--- config.mk ---
export PLATFORM = sky130hd
export DESIGN_NAME = mm_cell
export DESIGN_NICKNAME = d
export VERILOG_FILES = /design/src/rtl/core/mm_pkg.sv /design/src/rtl/core/mm_cell.sv
export SDC_FILE = /design/constraint.sdc
export NUM_CORES = 1
export LEC_CHECK = 0
export BUFFER_PORTS_ARGS = -buffer_cell sky130_fd_sc_hd__buf_2
export CAP_MARGIN = 25
export CELL_PAD_IN_SITES_DETAIL_PLACEMENT = 1
export CELL_PAD_IN_SITES_GLOBAL_PLACEMENT = 1
export CORE_MARGIN = 2
export CORE_UTILIZATION = 49
export CTS_BUF_LIST = sky130_fd_sc_hd__clkbuf_2
export CTS_CLUSTER_DIAMETER = 200
export CTS_CLUSTER_SIZE = 10
export DETAILED_ROUTE_END_ITERATION = 12
export GPL_TIMING_DRIVEN = 1
export PLACE_DENSITY = 0.82
export SETUP_SLACK_MARGIN = 0.05
export SYNTH_ARGS = -nofsm -noshare
export SYNTH_HDL_FRONTEND = slang
export SYNTH_SLANG_ARGS = --single-unit
--- constraint.sdc ---
create_clock -name clk_i -period 3.1 [get_ports clk_i]
set_input_delay 0.465 -clock clk_i [delete_from_list [all_inputs] [get_ports clk_i]]
set_output_delay 0.465 -clock clk_i [all_outputs]
set_load 0.005 [all_outputs]
--- src/rtl/core/mm_pkg.sv ---
// ----------------------------------------------------------------------------
// mm_pkg
// Shared types, constants and helpers of the matrix multiply block.
// ----------------------------------------------------------------------------
`default_nettype none

package mm_pkg;

  localparam int MAX_DIM_DEF    = 8;
  localparam int ELEM_WIDTH_DEF = 16;
  localparam int ACC_W          = 35;
  localparam int DIM_W          = 4;
  localparam int IDX_W          = 3;
  localparam int ELEM_PORT_W    = 16;
  localparam int PADDR_W        = 4;
  localparam int PDATA_W        = 32;

  typedef enum logic [1:0] {
    OP_LOAD_A = 2'd0,
    OP_LOAD_B = 2'd1,
    OP_START  = 2'd2
  } op_e;

  typedef enum logic [1:0] {
    REG_A_ROWS = 2'd0,
    REG_A_COLS = 2'd1,
    REG_B_ROWS = 2'd2,
    REG_B_COLS = 2'd3
  } reg_e;

  typedef enum logic [1:0] {
    ST_IDLE,
    ST_MAC,
    ST_FLUSH,
    ST_DRAIN
  } state_e;

  typedef struct packed {
    logic [DIM_W-1:0] a_rows;
    logic [DIM_W-1:0] a_cols;
    logic [DIM_W-1:0] b_rows;
    logic [DIM_W-1:0] b_cols;
  } dims_t;

  typedef struct packed {
    logic             issue;
    logic             clr;
    logic             shift;
    logic             busy;
    logic             last;
    logic             mism;
    logic [IDX_W-1:0] row;
    logic [IDX_W-1:0] col;
    logic [IDX_W-1:0] k;
  } ctrl_t;

  function automatic logic [DIM_W-1:0] eff_dim(input logic [DIM_W-1:0] d,
                                               input logic [DIM_W-1:0] dmax);
    logic [DIM_W-1:0] r;
    r = d;
    if (r == '0) r = DIM_W'(1);
    if (r > dmax) r = dmax;
    return r;
  endfunction

endpackage

`default_nettype wire

--- src/rtl/core/mm_cell.sv ---
// ----------------------------------------------------------------------------
// mm_cell
// One product column: multiply, accumulate, shift result to left neighbor.
// ----------------------------------------------------------------------------
`default_nettype none

module mm_cell #(
  parameter int ELEM_WIDTH = mm_pkg::ELEM_WIDTH_DEF
) (
  input  wire logic                          clk_i,
  input  wire logic                          rst_ni,
  input  wire logic signed [ELEM_WIDTH-1:0]  a_i,
  input  wire logic signed [ELEM_WIDTH-1:0]  b_i,
  input  wire logic                          valid_i,
  input  wire logic                          clr_i,
  input  wire logic                          shift_i,
  input  wire logic signed [mm_pkg::ACC_W-1:0] nbr_i,
  output logic signed [mm_pkg::ACC_W-1:0]    acc_o
);
  import mm_pkg::*;

  localparam int PW = (2 * ELEM_WIDTH > ACC_W) ? 2 * ELEM_WIDTH : ACC_W;

  logic signed [2*ELEM_WIDTH-1:0] prod_q, prod_d;
  logic                           pv_q;
  logic signed [PW-1:0]           prod_ext;
  logic signed [ACC_W-1:0]        acc_q, acc_d;

  assign prod_d   = a_i * b_i;
  assign prod_ext = PW'(prod_q);

  always_ff @(posedge clk_i) begin
    prod_q <= prod_d;
  end

  always_ff @(posedge clk_i or negedge rst_ni) begin
    if (!rst_ni) begin
      pv_q <= 1'b0;
    end else begin
      pv_q <= valid_i;
    end
  end

  always_comb begin
    acc_d = acc_q;
    if (clr_i) begin
      acc_d = '0;
    end else if (shift_i) begin
      acc_d = nbr_i;
    end else if (pv_q) begin
      acc_d = acc_q + prod_ext[ACC_W-1:0];
    end
  end

  always_ff @(posedge clk_i) begin
    acc_q <= acc_d;
  end

  assign acc_o = acc_q;

endmodule

`default_nettype wire

==> results.cfg <==
[outcome]
outcome = finished, violations left
violations = setup timing

[timing]
tns_ns = -51.61
finalHoldViolCount = 0
min_period_over_period_pct = 186.3
worstMarginPinSlew_ns = 0.7985
fmax_mhz = 173.2
setup_viol = 27
period_needed_ns = 5.774
setup_slack_ns = -2.674
drv_slew = 0
rsz0062_at_grt = yes
fin_worst_skew_ns = 0.03843
slew_headroom_pct = 46.77

[setup_path]
ff2ff_path_depth = 10
reg2reg_slack_ns = -0.02
crit_required_ns = 3.63
slowest_delay_ns = 0.58
endpoint = prod_q[31]$_DFF_P_
critPathSlowestCell = fa_1
worstPathArrival_ns = 6.31
crit_cells = 24
cpMostUsedCell = fa_1
r2r-end = acc_o[29]$_SDFFE_PP0P_
reg2reg_from = acc_o[1]$_SDFFE_PP0P_
cp-start-kind = primary input
crit_chain = buf_6 > nand2_1 > fa_1 > fa_2 > inv_2 > fa_1 > inv_1 > fa_1 > inv_1 > fa_1 > inv_2 > fa_1 > inv_2 > ha_4 > a21oi_4 > o221ai_4 > buf_6 > a22oi_2 > o2111ai_4 > nand3_2 > o211ai_1 > a21o_1 > a21oi_2 > xnor2_1
critPathLaunch = b_i[5]
cp_top_family = adder cells
critPathBufInv = 7
crit_path_end_kind = flop
crit_type = primary input to flop
cp_max_fo = 12

[synth]
ys_seq_area_share_pct = 9.851
synth_top_area_share_pct = 37.96
synth_enable_flop_cells = 0
synth.avg_cell_area_um2 = 8.857
netlist_top_cells_area = fa_1 (38%), ha_1 (10%), dfxtp_1 (9.7%)
ys_ff_latch = 68
ys_types = 67
synth_area_mm2 = 0.01387
synth.largest_area_cell = fa_1
yosys_warnings = 0
ys.flop_type = dfxtp_1
synth_fp_nets = 2017
async_flop_share_pct = 1.471
syn_inst = 1566

[global_routing]
grt_max_degree = 39
antenna_found_initial = 1
overflow = 0
grt_pass1_vias = 14770
grt_usage_pct = 37.07
grt_first_pass_wirelength_um = 82720

[floorplan]
start_util_pct = 49.79
dieArea_mm2 = 0.02967
io_pins = 107
die_w_um = 172.2
rows = 61
core_region_area_mm2 = 0.02786
die_h_um = 172.2

[drt]
vias_per_cell = 6.182
routed_wl_um = 62740
drc = 0
vias = 13690
wl_per_cell_um = 28.34
first_iter_violations = 1215
drt_pass1_iterations = 6
antenna_left = 0

[place]
dp_hpwl_um = 38040
place_ws_ns = -3.125
io_buffers = 106
gp_congestion = 0.9271

[clock_network]
clkTransAtPathRegs_ns = 0.23
clk_latency_ns = 0.58
cts_tree = done
cts_buffers = 9
cts.sinks = 68
cts.htree.levels = 3
cts-root-buf = clkbuf_2
clockBufferDepth = 2

[hold_path]
min_path_type = primary input to flop
min-delay-start = nbr_i[24]

[layout]
fin_nets = 2281
drive_above_1_share_pct = 29.65
area_growth_pct = 29.21

[flow_run]
maxCapViolCount = 0
tightest hold or removal path, cell delays in order:
cell and delay (ns):
buf_2 0.10, inv_1 0.04, a221oi_1 0.06
kinds of logic after synthesis:
group | after synthesis | synth area share [%]
fa+ha+maj | 379 | 48.43
buf+inv | 394 | 10.73
mux | 12 | 0.8751
xor+xnor | 57 | 3.599
flops | 68 | 9.851
simple gates | 433 | 15.59
compound gates | 223 | 10.93
cell usage after synthesis, types with 18 or more instances:
master,instances
o21ai_0,30
inv_1,337
ha_1,116
xnor2_1,39
a21o_1,23
and2_1,121
dfxtp_1,67
nand2_1,165
a21oi_1,79
clkbuf_1,52
fa_1,263
xor2_1,18
nor2_1,52
registers in the layout (all words and copies together) (netlist names):
| name | cells |
|---|---|
| acc_o | 35 |
| prod_q | 32 |
| pv_q | 1 |
cell type report:
type	instances	area, µm²
clock buffers	10	50.05
multi-input cells	1104	12090
clock inverters	6	112.6
well taps	378	473.0
flip-flops and latches	68	1369
repair buffers	310	2550
fillers	3133	9937
diodes	1	2.502
inverters	337	1270
worst min path at each step:
stage	to	cells after the start
global route	acc_o[9]$_SDFFE_PP0P_	3
floorplan	pv_q$_DFF_PN0_	0
detailed placement	pv_q$_DFF_PN0_	1
CTS	pv_q$_DFF_PN0_	1
finish	acc_o[24]$_SDFFE_PP0P_	3
global placement	pv_q$_DFF_PN0_	1
metrics by stage:
step           hold WS [ns]  area [µm²]  std cells  util (%)
6_report             0.1122       17920       2214     64.33
5_1_grt              0.1158       17920       2214     64.33
2_1_floorplan        0.1694       14400       1566         -
3_5_place_dp         0.2401       16130       2152     57.89
3_3_place_gp         0.2393       16130       2152     57.89
4_1_cts            0.002641       17260       2194     61.96
routing by layer:
metal / wire [µm] / track usage, % / vias up
li1: - / - / 5401
met4: 5614 / 21.04 / 0
met1: 22050 / 41.70 / 6826
met5: 0 / 0 / -
met2: 29970 / 66.96 / 1010
met3: 5108 / 5.699 / 450
cell usage in the layout (no fill, tap or decap), types with 6 or more instances in the layout:
cell      Yosys  routed
inv_1       337     296
fa_1        263     245
buf_4         0     154
nand2_1     165     150
and2_1      121      99
ha_1        116      86
buf_2         1      78
dfxtp_1      67      65
a21oi_1      79      60
buf_6         1      60
nor2_1       52      47
inv_2         0      39
xnor2_1      39      29
ha_4          0      24
a21o_1       23      23
and2_4        0      22
fa_2          0      18
xor2_1       18      17
o21a_1       14      14
o21ai_0      30      14
nor3_1       17      14
a221oi_1     15      14
a21oi_2       2      13
nand3_1      15      13
nor2b_1      12      11
mux2i_1      11      11
clkbuf_2      0      10
buf_12        0      10
nand2b_1     12       9
o21ai_2       1       9
xnor2_2       0       9
nor3b_1       9       9
nand2_2       0       8
a21oi_4       0       8
o21bai_1      8       7
nand4_1       7       7
nand2_4       0       6
ha_2          0       6
what timing repair did:
item,4_1_cts,5_1_grt
hold buffers,1,1
setup buffers,31,22
pin swaps,97,79
cloned,1,0
endpoints found under the setup margin,28,46
gates resized for setup,206,114
hold endpoints to repair,1,1
Power is left out: the tool's default activity adds up to more than one toggle a clock period on the data nets, which glitch-free logic cannot reach.
