## src/rtl/core/mm_pkg.sv

```systemverilog
// ----------------------------------------------------------------------------
// mm_pkg
// Shared types, constants and helpers of the matrix multiply block.
// ----------------------------------------------------------------------------
`default_nettype none

package mm_pkg;

  localparam int MAX_DIM_DEF    = 8;
  localparam int ELEM_WIDTH_DEF = 16;
  localparam int ACC_W          = 35;
  localparam int DIM_W          = 4;
  localparam int IDX_W          = 3;
  localparam int ELEM_PORT_W    = 16;
  localparam int PADDR_W        = 4;
  localparam int PDATA_W        = 32;

  typedef enum logic [1:0] {
    OP_LOAD_A = 2'd0,
    OP_LOAD_B = 2'd1,
    OP_START  = 2'd2
  } op_e;

  typedef enum logic [1:0] {
    REG_A_ROWS = 2'd0,
    REG_A_COLS = 2'd1,
    REG_B_ROWS = 2'd2,
    REG_B_COLS = 2'd3
  } reg_e;

  typedef enum logic [1:0] {
    ST_IDLE,
    ST_MAC,
    ST_FLUSH,
    ST_DRAIN
  } state_e;

  typedef struct packed {
    logic [DIM_W-1:0] a_rows;
    logic [DIM_W-1:0] a_cols;
    logic [DIM_W-1:0] b_rows;
    logic [DIM_W-1:0] b_cols;
  } dims_t;

  typedef struct packed {
    logic             issue;
    logic             clr;
    logic             shift;
    logic             busy;
    logic             last;
    logic             mism;
    logic [IDX_W-1:0] row;
    logic [IDX_W-1:0] col;
    logic [IDX_W-1:0] k;
  } ctrl_t;

  function automatic logic [DIM_W-1:0] eff_dim(input logic [DIM_W-1:0] d,
                                               input logic [DIM_W-1:0] dmax);
    logic [DIM_W-1:0] r;
    r = d;
    if (r == '0) r = DIM_W'(1);
    if (r > dmax) r = dmax;
    return r;
  endfunction

endpackage

`default_nettype wire

```

## src/rtl/core/mm_ctrl.sv

```systemverilog
// ----------------------------------------------------------------------------
// mm_ctrl
// Sequencer: walks rows, inner index and drain of the cell chain.
// ----------------------------------------------------------------------------
`default_nettype none

module mm_ctrl #(
  parameter int MAX_DIM = mm_pkg::MAX_DIM_DEF
) (
  input  wire logic          clk_i,
  input  wire logic          rst_ni,
  input  wire logic          go_i,
  input  wire mm_pkg::dims_t dims_i,
  output mm_pkg::ctrl_t      ctrl_o
);
  import mm_pkg::*;

  localparam logic [DIM_W-1:0] DMAX = DIM_W'(MAX_DIM);

  state_e           state_q, state_d;
  logic [IDX_W-1:0] i_q, i_d, j_q, j_d, k_q, k_d;
  logic             fl_q, fl_d, mism_q, mism_d;
  logic [DIM_W-1:0] ar, ac, br, bc;
  logic             k_end, j_end, i_end;

  assign ar = eff_dim(dims_i.a_rows, DMAX);
  assign ac = eff_dim(dims_i.a_cols, DMAX);
  assign br = eff_dim(dims_i.b_rows, DMAX);
  assign bc = eff_dim(dims_i.b_cols, DMAX);

  assign k_end = (k_q == IDX_W'(ac - DIM_W'(1)));
  assign j_end = (j_q == IDX_W'(bc - DIM_W'(1)));
  assign i_end = (i_q == IDX_W'(ar - DIM_W'(1)));

  always_comb begin
    state_d = state_q;
    unique case (state_q)
      ST_IDLE: begin
        if (go_i) state_d = (ac != br) ? ST_DRAIN : ST_MAC;
      end
      ST_MAC: begin
        if (k_end) state_d = ST_FLUSH;
      end
      ST_FLUSH: begin
        if (fl_q) state_d = ST_DRAIN;
      end
      ST_DRAIN: begin
        if (j_end) begin
          if (i_end) state_d = ST_IDLE;
          else       state_d = mism_q ? ST_DRAIN : ST_MAC;
        end
      end
      default: state_d = ST_IDLE;
    endcase
  end

  always_comb begin
    i_d    = i_q;
    j_d    = j_q;
    k_d    = k_q;
    fl_d   = 1'b0;
    mism_d = mism_q;
    ctrl_o = '0;
    ctrl_o.row  = i_q;
    ctrl_o.col  = j_q;
    ctrl_o.k    = k_q;
    ctrl_o.mism = mism_q;
    ctrl_o.busy = (state_q != ST_IDLE);
    unique case (state_q)
      ST_IDLE: begin
        if (go_i) begin
          i_d        = '0;
          j_d        = '0;
          k_d        = '0;
          mism_d     = (ac != br);
          ctrl_o.clr = 1'b1;
        end
      end
      ST_MAC: begin
        ctrl_o.issue = 1'b1;
        k_d = k_end ? '0 : k_q + IDX_W'(1);
      end
      ST_FLUSH: begin
        fl_d = ~fl_q;
      end
      ST_DRAIN: begin
        ctrl_o.shift = 1'b1;
        ctrl_o.last  = j_end & i_end;
        if (j_end) begin
          j_d        = '0;
          i_d        = i_q + IDX_W'(1);
          ctrl_o.clr = 1'b1;
        end else begin
          j_d = j_q + IDX_W'(1);
        end
      end
      default: ;
    endcase
  end

  always_ff @(posedge clk_i or negedge rst_ni) begin
    if (!rst_ni) begin
      state_q <= ST_IDLE;
      i_q     <= '0;
      j_q     <= '0;
      k_q     <= '0;
      fl_q    <= 1'b0;
      mism_q  <= 1'b0;
    end else begin
      state_q <= state_d;
      i_q     <= i_d;
      j_q     <= j_d;
      k_q     <= k_d;
      fl_q    <= fl_d;
      mism_q  <= mism_d;
    end
  end

endmodule

`default_nettype wire

```

## config.mk

```make
export PLATFORM = sky130hd
export DESIGN_NAME = mm_ctrl
export DESIGN_NICKNAME = d
export VERILOG_FILES = /design/src/rtl/core/mm_pkg.sv /design/src/rtl/core/mm_ctrl.sv
export SDC_FILE = /design/constraint.sdc
export NUM_CORES = 1
export LEC_CHECK = 0
export BUFFER_PORTS_ARGS = -buffer_cell sky130_fd_sc_hd__clkbuf_2
export CORE_MARGIN = 8
export CORE_UTILIZATION = 30
export CTS_CLUSTER_SIZE = 24
export DETAILED_ROUTE_END_ITERATION = 7
export SLEW_MARGIN = 20
export SYNTH_ARGS = -nofsm -noshare
export SYNTH_HDL_FRONTEND = slang
export SYNTH_SLANG_ARGS = --single-unit
```

## constraint.sdc

```tcl
create_clock -name clk_i -period 2.55 [get_ports clk_i]
set_input_delay 0.1275 -clock clk_i [delete_from_list [all_inputs] [get_ports clk_i]]
set_output_delay 0.1275 -clock clk_i [all_outputs]
set_load 0.05 [all_outputs]
```

==> metrics.txt, run 1 <==
post-synthesis mux area share=2.67%; post-route ant nets=0; FF-to-FF Start=state_q[0]; Rel. slew slack=75.8%; synthesized instance count=124; WL/cell=13.2 um; Die H=77.2 um; grt ovf=0; synth warn=0; vias in the first global route=1089; DR vias=1023; critical path class=input pin to output pin; post-CTS resize count=0; Placement Setup Slack=0.218 ns; H-tree depth=1; worst path arrival time=2.19 ns; pin count of the biggest net entering global routing=14; post-synth top area share=29.0%; slowest CP cell=or2_2; DRC=0; worst setup margin=0.232 ns; simple logic cell fraction of the synthesized area=18.3%; commonest non-fill, non-tap cell in the layout=clkbuf_2; compound-cell area share of the yosys netlist=23.3%; hpwl dp=2330 um; Int Pwr=0.000864 W; XOR/XNOR share of the synthesized area=10.9%; via/cell ratio=4.89; clk_lat worst skew=0.24 ns; Worst-Margin Slew=0.363 ns; hold worst-path end=k_q[1]; min-delay worst type=input pin to flip-flop; Synth Net Count=154; FF+latch area=325 sq um; Worst-path clk slew=0.06 ns; Inst Count DP=204; clock power share=9.7%; CP startpoint=dims_i[1]; main combinational cell family by area after synthesis=compound AO/OA/AOI/OAI gates; Post-Syn Area=1120 sq um; row count=22; Crit. End Element=output pin; Filler cells=396; CP max FO=4; hold wc startpoint=go_i; share of layout cells above drive strength 1=29.8%; GP Congestion=0.699; Power Dens Cells=1360 nW/um^2; combinational power share=67.6%; cts bufs inserted=3; Port Buffers=33; Final Setup Violations=0; max incr delay on CP=0.31 ns; hold slack=0.230 ns; post-synth top area cell=dfrtp_1; Pwr Total=0.00190 W; multi-input logic area=757 sq um; 1st-pass router iterations=4; sequential power share=22.7%; Starting DRT DRC Count=40; LEAKAGE=0.665 nW; Layout area overhead=24.6%; max-cap violations=0; Startpoint Class=input pin; commonest cells after routing, fill and taps aside=33 x clkbuf_2, 13 x dfrtp_1, 11 x ha_1; CTS Buffer Depth=2; adder-cell share of the synthesized area=12.2%; Worst Skew=0.00138 ns; Worst EP required=2.42 ns; Synth Area per Inst=9.06 sq um; root buffer selected by CTS=clkbuf_8; Psw=0.00104 W; first-pass GRT wire length=4950 um; Final Hold Vio Count=0; FF-to-FF setup slack=0.68 ns; outcome=finished clean; #FFs+latches synth=13; register area share after synthesis=29.0%; fin crit period=2.32 ns; sw frac=54.5%; total core area=3630 sq um; RSZ-0062 raised after global routing=false; WL final=2750 um; TritonCTS clock tree=built; Num Clock Sinks=13; Peak Freq=431 MHz; Reg-to-Reg End=i_q[0]; die area=5960 sq um; Nets=192; Area contributors post-synth=dfrtp_1 29%, ha_1 12%, xnor2_1 7.0%; setup TNS=0 ns; initial antenna violation count=0; critical path, cell by cell=clkbuf_2, o21ba_2, or2_2, ha_1, xor2_1, xnor2_1, o211ai_2, or2_2, a21oi_1, clkbuf_2; hold depth=3; Max Slew Vio Count=0; maximum vdd ir drop=0.424 mV; cell depth of the worst flop-to-flop path=6; Cell variety after synth=38; I/O Pins=34; Final Non-Filler Cells=209; overall global routing resource usage=9.70%; Die W=77.2 um; Initial Utilization=30.9%; ANT cells=0; fin crit share=90.9%
power by group through the flow:
stage	combinational, W	clock [W]	sequential [W]
finish	0.00128	0.000185	0.000432
CTS	0.00130	0.000191	0.000432
detailed placement	0.00129	0	0.000435
global route	0.00140	0.000205	0.000454
floorplan	0.000828	0	0.000621
global placement	0.00126	0	0.000429
stage by stage:
step / utilization, % / instance area (sq um)
after CTS: 38.5 / 1400
after floorplan: - / 1120
after global routing: 38.5 / 1400
final: 38.5 / 1400
after detailed placement: 37.0 / 1350
after global placement: 37.0 / 1350
registers in the layout, indices dropped and copies added (netlist names):
| signal | count |
|---|---|
| i_q | 3 |
| j_q | 3 |
| k_q | 3 |
| state_q | 2 |
| fl_q | 1 |
| mism_q | 1 |
repair_timing:
action	in CTS	in global routing
endpoints found under the hold margin	13	0
hold buffers	1	0
buffers inserted	0	0
synthesized netlist by cell type, drive strengths merged:
cell and instances:
o2111ai 1, a211o 3, o221ai 1, a32oi 1
clkbuf 1, nor4 1, nand3 2, a2bb2oi 1
o31a 1, a21oi 9, nand3b 1, o21bai 1
inv 8, a221oi 1, o21a 1, o21ai 5
a22oi 2, nand2 10, xor2 5, nor2 11
o211ai 1, o21ba 3, buf 1, nor3 3
nor2b 5, ha 11, or2 3, dfrtp 13
mux2 2, xnor2 9, o31ai 3, nand2b 4
kinds of logic (layout without fill, tap and decap cells):
group                    Yosys count  after routing
adder cells (fa/ha/maj)           11             11
flip-flops                        13             13
multiplexers                       2              2
AND/OR/NAND/NOR                   40             40
buffers and inverters             10             47
AO/OA/AOI/OAI                     34             34
XOR/XNOR                          14             14
area by class of cell:
| type | count | share of cell area [%] |
|---|---|---|
| Tap cell | 48 | 4.29 |
| Timing Repair Buffer | 35 | 13.0 |
| Multi-Input combinational cell | 101 | 54.1 |
| Inverter | 8 | 2.14 |
| Sequential cell | 13 | 23.2 |
| Clock buffer | 4 | 3.22 |
critical path, delay by kind of cell:
kind | cells | cell delay (ns)
XOR/XNOR | 2 | 0.34
adder cells (fa/ha/maj) | 1 | 0.22
buffers and inverters | 2 | 0.39
AND/OR/NAND/NOR | 2 | 0.59
AO/OA/AOI/OAI | 3 | 0.52
routing by layer:
metal	GRT usage, %	wire length [um]	up-vias
li1	-	-	514
met1	11.2	1260	476
met2	16.0	1250	31
met3	4.20	244	2
met4	2.26	6	0
met5	0	0	-
worst max-delay path by stage:
stage	slack, ns	end
global placement	0.30	ctrl_o[13]
finish	0.23	ctrl_o[13]
floorplan	0.04	ctrl_o[13]
global route	0.15	ctrl_o[13]
CTS	0.22	ctrl_o[13]
detailed placement	0.22	ctrl_o[13]
(Power assumes the default switching activity.)
==> inputs of run 2 (changes only) <==
CORE_UTILIZATION = 40   (was 30)
==> metrics.txt, run 2 (synthesized netlist as in run 1, its figures left out) <==
commonest non-fill, non-tap cell in the layout=clkbuf_2; Largest regs=i_q x3, j_q x3, k_q x3; Die H=69 um (-11%); cts bufs inserted=3 (unchanged); Worst EP required=2.42 ns (about the same); Worst Skew=0.00479 ns (+0.00341 ns); WL/cell=13.8 um (+5.1%); min-delay worst type=input pin to flip-flop; Die W=69 um (-11%); DR vias=1002 (-2.1%); maximum vdd ir drop=0.734 mV (+73%); outcome=finished clean; clk_lat worst skew=0.28 ns (+0.04 ns); post-CTS setup buffer count=0 (unchanged); root buffer selected by CTS=clkbuf_4; Psw=0.00103 W (-0.70%); setup TNS=0 ns (unchanged); Worst-path clk slew=0.08 ns (+0.02 ns); Nets=192 (unchanged); Rel. slew slack=74.2% (-1.7 points); 1st-pass router iterations=4 (unchanged); I/O Pins=34 (unchanged); Final Setup Violations=0 (unchanged); Int Pwr=0.000813 W (-5.8%); grt ovf=0 (unchanged); via/cell ratio=5.22 (+6.6%); clock power share=7.3% (-2.4 points); Peak Freq=434 MHz (+0.57%); Layout area overhead=21.0%; Port Buffers=33 (unchanged); RSZ-0062 raised after global routing=false; CTS Buffer Depth=2 (unchanged); CP max FO=4 (unchanged); commonest cells after routing, fill and taps aside=33 x clkbuf_2, 13 x dfrtp_1, 11 x ha_1; DRC=0 (unchanged); worst path arrival time=2.18 ns (about the same); Starting DRT DRC Count=24 (-40%); Design Area, Final=1360 sq um (-2.9%); sw frac=55.9% (+1.3 points); post-route ant nets=0 (unchanged); LEAKAGE=0.657 nW (-1.2%); Power Dens Cells=1350 nW/um^2 (-0.18%); GP Congestion=0.806 (+15%); CP startpoint=dims_i[1]; sequential power share=23.6% (+0.9 points); hpwl dp=2140 um (-8.2%); pin count of the biggest net entering global routing=14 (unchanged); die area=4760 sq um (-20%); Max Slew Vio Count=0 (unchanged); ANT cells=0 (unchanged); Startpoint Class=input pin; Num Clock Sinks=13 (unchanged); Crit. End Element=output pin; total core area=2710 sq um (-25%); fin crit share=90.4% (-0.52 points); vias in the first global route=1028 (-5.6%); max-cap violations=0 (unchanged); fin crit period=2.30 ns (-0.0132 ns); first-pass GRT wire length=4640 um (-6.4%); TritonCTS clock tree=built; initial antenna violation count=0 (unchanged); Worst-Margin Slew=0.387 ns (+0.0248 ns); Initial Utilization=41.5% (+11 points); H-tree depth=1 (unchanged); post-layout util=50.2% (+12 points); FF-to-FF Start=state_q[1]; Final Hold Vio Count=0 (unchanged); critical path class=input pin to output pin; Placed Area=1320 sq um (-1.6%); overall global routing resource usage=11.3% (+1.6 points); share of layout cells above drive strength 1=29.8% (unchanged); hold wc startpoint=go_i; WL final=2660 um (-3.4%); row count=19 (-14%); combinational power share=69.2% (+1.6 points)
-- run 2: cell counts in the layout (fill, tap and decap cells not counted) --
Identical to the previous run, type by type.
-- run 2: area by class of cell --
type,count,area (sq um)
Fill cell,273,1350
Multi-Input combinational cell,101,757
Sequential cell,13,325
Timing Repair Buffer,35,183
Tap cell,31,38.8
Inverter,8,30.0
Clock buffer,4,26.3
-- run 2: what timing repair did --
item	4_1_cts	5_1_grt
hold buffers	1	0
resized for setup	0	0
hold endpoints to repair	13	0
-- run 2: worst paths after layout --
kind | endpoint | slack, ns | cells past startpoint
min reg2reg | mism_q | 0.54 | 2
max | ctrl_o[13] | 0.25 | 10
min in group asynchronous | mism_q | 0.28 | 2
max reg2reg | state_q[1] | 0.68 | 8
min | k_q[1] | 0.19 | 3
max in group asynchronous | j_q[1] | 2.00 | 2
-- run 2: power groups by stage --
| stage | combinational [W] | sequential (W) | clock, W |
|---|---|---|---|
| CTS | 0.00129 | 0.000435 | 0.000139 |
| detailed placement | 0.00128 | 0.000436 | 0 |
| global route | 0.00139 | 0.000452 | 0.000144 |
| floorplan | 0.000828 | 0.000621 | 0 |
| finish | 0.00127 | 0.000435 | 0.000134 |
| global placement | 0.00126 | 0.000429 | 0 |
-- run 2: critical path: stages --
cell and delay [ns]:
clkbuf_2 0.09, o21ba_2 0.22, or2_2 0.27, ha_1 0.21
xor2_1 0.15, xnor2_1 0.20, o211ai_2 0.15, or2_2 0.31
a21oi_1 0.15, clkbuf_2 0.29
-- run 2: stage by stage --
stage               power [W]  hold WS, ns  cells  worst slack (ns)
finish                0.00184        0.189    192             0.245
global route          0.00198        0.215    192             0.117
CTS                   0.00186        0.182    192             0.223
detailed placement    0.00171       0.0652    187             0.242
global placement      0.00169       0.0572    187             0.290
floorplan             0.00145       -0.168    124            0.0423
-- run 2: layer usage --
layer	wire length, um	up-vias	track usage, %
met5	0	-	0
li1	-	509	-
met1	1200	467	13.2
met2	1300	24	18.8
met4	27	0	3.42
met3	135	2	4.01
==> inputs of run 3 (changes only) <==
CTS_BUF_LIST = sky130_fd_sc_hd__clkbuf_4   (was not set)
==> metrics.txt, run 3 (synthesized netlist as in run 1, its figures left out) <==
outcome=finished clean; hold depth=3 (unchanged); LEAKAGE=0.660 nW (+0.52%); Die H=69 um (unchanged); pin count of the biggest net entering global routing=14 (unchanged); Initial Utilization=41.5% (unchanged); multi-input logic area=757 sq um (unchanged); Peak Freq=433 MHz (-0.18%); Worst-Margin Slew=0.381 ns (-0.00608 ns); Num Clock Sinks=13 (unchanged); Nets=192 (unchanged); H-tree depth=1 (unchanged); Port Buffers=33 (unchanged); Reg-to-Reg End=i_q[0]; via/cell ratio=5.21 (-0.20%); Int Pwr=0.000824 W (+1.3%); Rel. slew slack=74.6% (+0.41 points); critical path class=input pin to output pin; initial antenna violation count=0 (unchanged); combinational power share=68.9% (-0.3 points); critical path depth=10 (unchanged); FF-to-FF setup slack=0.70 ns (+0.02 ns); DRC=0 (unchanged); fin crit share=90.6% (+0.16 points); FF+latch area=325 sq um (unchanged); ANT cells=0 (unchanged); post-route ant nets=0 (unchanged); CP Capture Point=ctrl_o[13]; 1st-pass router iterations=4 (unchanged); Worst EP required=2.42 ns (about the same); Crit. End Element=output pin; commonest non-fill, non-tap cell in the layout=clkbuf_2; clk_lat worst skew=0.27 ns (about the same); row count=19 (unchanged); grt ovf=0 (unchanged); post-layout util=50.3% (+0.14 points); Die W=69 um (unchanged); Design Area, Final=1360 sq um (+0.28%); TritonCTS clock tree=built; Filler cells=270 (-1.1%); GP Congestion=0.806 (unchanged); Starting DRT DRC Count=33 (+38%); commonest cells after routing, fill and taps aside=33 x clkbuf_2, 13 x dfrtp_1, 11 x ha_1; I/O Pins=34 (unchanged); max incr delay on CP=0.32 ns (about the same); clock power share=7.6% (+0.3 points); Bufs and invs on worst path=2 (unchanged); Psw=0.00102 W (-0.70%); maximum vdd ir drop=0.730 mV (-0.63%); delay-heaviest family, CP=simple AND/OR/NAND/NOR gates; total core area=2710 sq um (unchanged); Placed Area=1320 sq um (unchanged); die area=4760 sq um (unchanged); min-delay worst type=input pin to flip-flop; Final Setup Violations=0 (unchanged); Pwr Total=0.00185 W (+0.18%); FF-to-FF Start=state_q[1]; sw frac=55.4% (-0.49 points); WL final=2600 um (-2.1%); hpwl dp=2140 um (unchanged); cts bufs inserted=3 (unchanged); first-pass GRT wire length=4600 um (-0.88%); share of layout cells above drive strength 1=30.4% (+0.62 points); Startpoint Class=input pin; vias in the first global route=1018 (-0.97%); root buffer selected by CTS=clkbuf_4; Hold Buf Count CTS=1 (unchanged); post-CTS resize count=0 (unchanged); Power Dens Cells=1350 nW/um^2 (about the same); fin crit period=2.31 ns (+0.00419 ns); WL/cell=13.6 um (-2.1%); RSZ-0062 raised after global routing=false; setup TNS=0 ns (unchanged); Largest regs=i_q x3, j_q x3, k_q x3; overall global routing resource usage=11.2% (-0.12 points); Max Slew Vio Count=0 (unchanged); slowest CP cell=or2_2; max-cap violations=0 (unchanged); worst path arrival time=2.18 ns (about the same); CTS Buffer Depth=2 (unchanged); Final Hold Vio Count=0 (unchanged); post-CTS setup buffer count=0 (unchanged); Worst-path clk slew=0.08 ns (about the same); CP startpoint=dims_i[1]; DR vias=1000 (-0.20%); sequential power share=23.5% (about the same); Layout area overhead=21.4%; Worst Skew=0.00153 ns (-0.00326 ns); cell depth of the worst flop-to-flop path=7 (-1); critical path, cell by cell=clkbuf_2, o21ba_2, or2_2, ha_1, xor2_1, xnor2_1, o211ai_2, or2_2, a21oi_1, clkbuf_2; CP max FO=4 (unchanged)
## run 3: cell counts in the layout (fill, tap and decap cells not counted)
No cell type changed its count.
## run 3: worst min path at each step
stage                 from    endpoint  slack, ns
detailed placement  rst_ni      k_q[2]       0.07
finish                go_i      k_q[1]       0.19
floorplan           rst_ni        fl_q      -0.17
global placement    rst_ni  state_q[1]       0.06
CTS                   go_i      k_q[1]       0.18
global route          go_i      k_q[1]       0.21
## run 3: cell type report
type | instances | share of cell area (%)
Clock buffer | 4 | 2.20
Inverter | 8 | 2.20
Multi-Input combinational cell | 101 | 55.5
Sequential cell | 13 | 23.9
Tap cell | 31 | 2.84
Timing Repair Buffer | 35 | 13.4
## run 3: worst reg2reg max path, stage by stage, from the launching register on
cell and delay [ns]:
dfrtp_1 0.43, inv_1 0.10, ha_1 0.27, inv_1 0.10
nor2_1 0.05, buf_4 0.15, a211o_1 0.34, mux2_4 0.31
## run 3: per-stage QoR
| stage | setup WS (ns) | cells | hold WS, ns |
|---|---|---|---|
| 2_1_floorplan | 0.0423 | 124 | -0.168 |
| 3_3_place_gp | 0.290 | 187 | 0.0572 |
| 3_5_place_dp | 0.242 | 187 | 0.0652 |
| 4_1_cts | 0.223 | 192 | 0.182 |
| 5_1_grt | 0.117 | 192 | 0.215 |
| 6_report | 0.241 | 192 | 0.189 |
## run 3: power by group through the flow
stage	Combinational, W	Clock (W)	Sequential (W)
2_1_floorplan	0.000828	0	0.000621
6_report	0.00127	0.000141	0.000433
3_3_place_gp	0.00126	0	0.000429
4_1_cts	0.00128	0.000149	0.000434
5_1_grt	0.00138	0.000155	0.000451
3_5_place_dp	0.00128	0	0.000436
## run 3: routing by layer
| metal | global-route usage [%] | up-vias | part of all wire (%) |
|---|---|---|---|
| li1 | - | 509 | - |
| met1 | 13.3 | 463 | 46 |
| met2 | 18.2 | 26 | 48 |
| met3 | 4.01 | 2 | 5.7 |
| met4 | 3.42 | 0 | 1.0 |
| met5 | 0 | - | 0 |
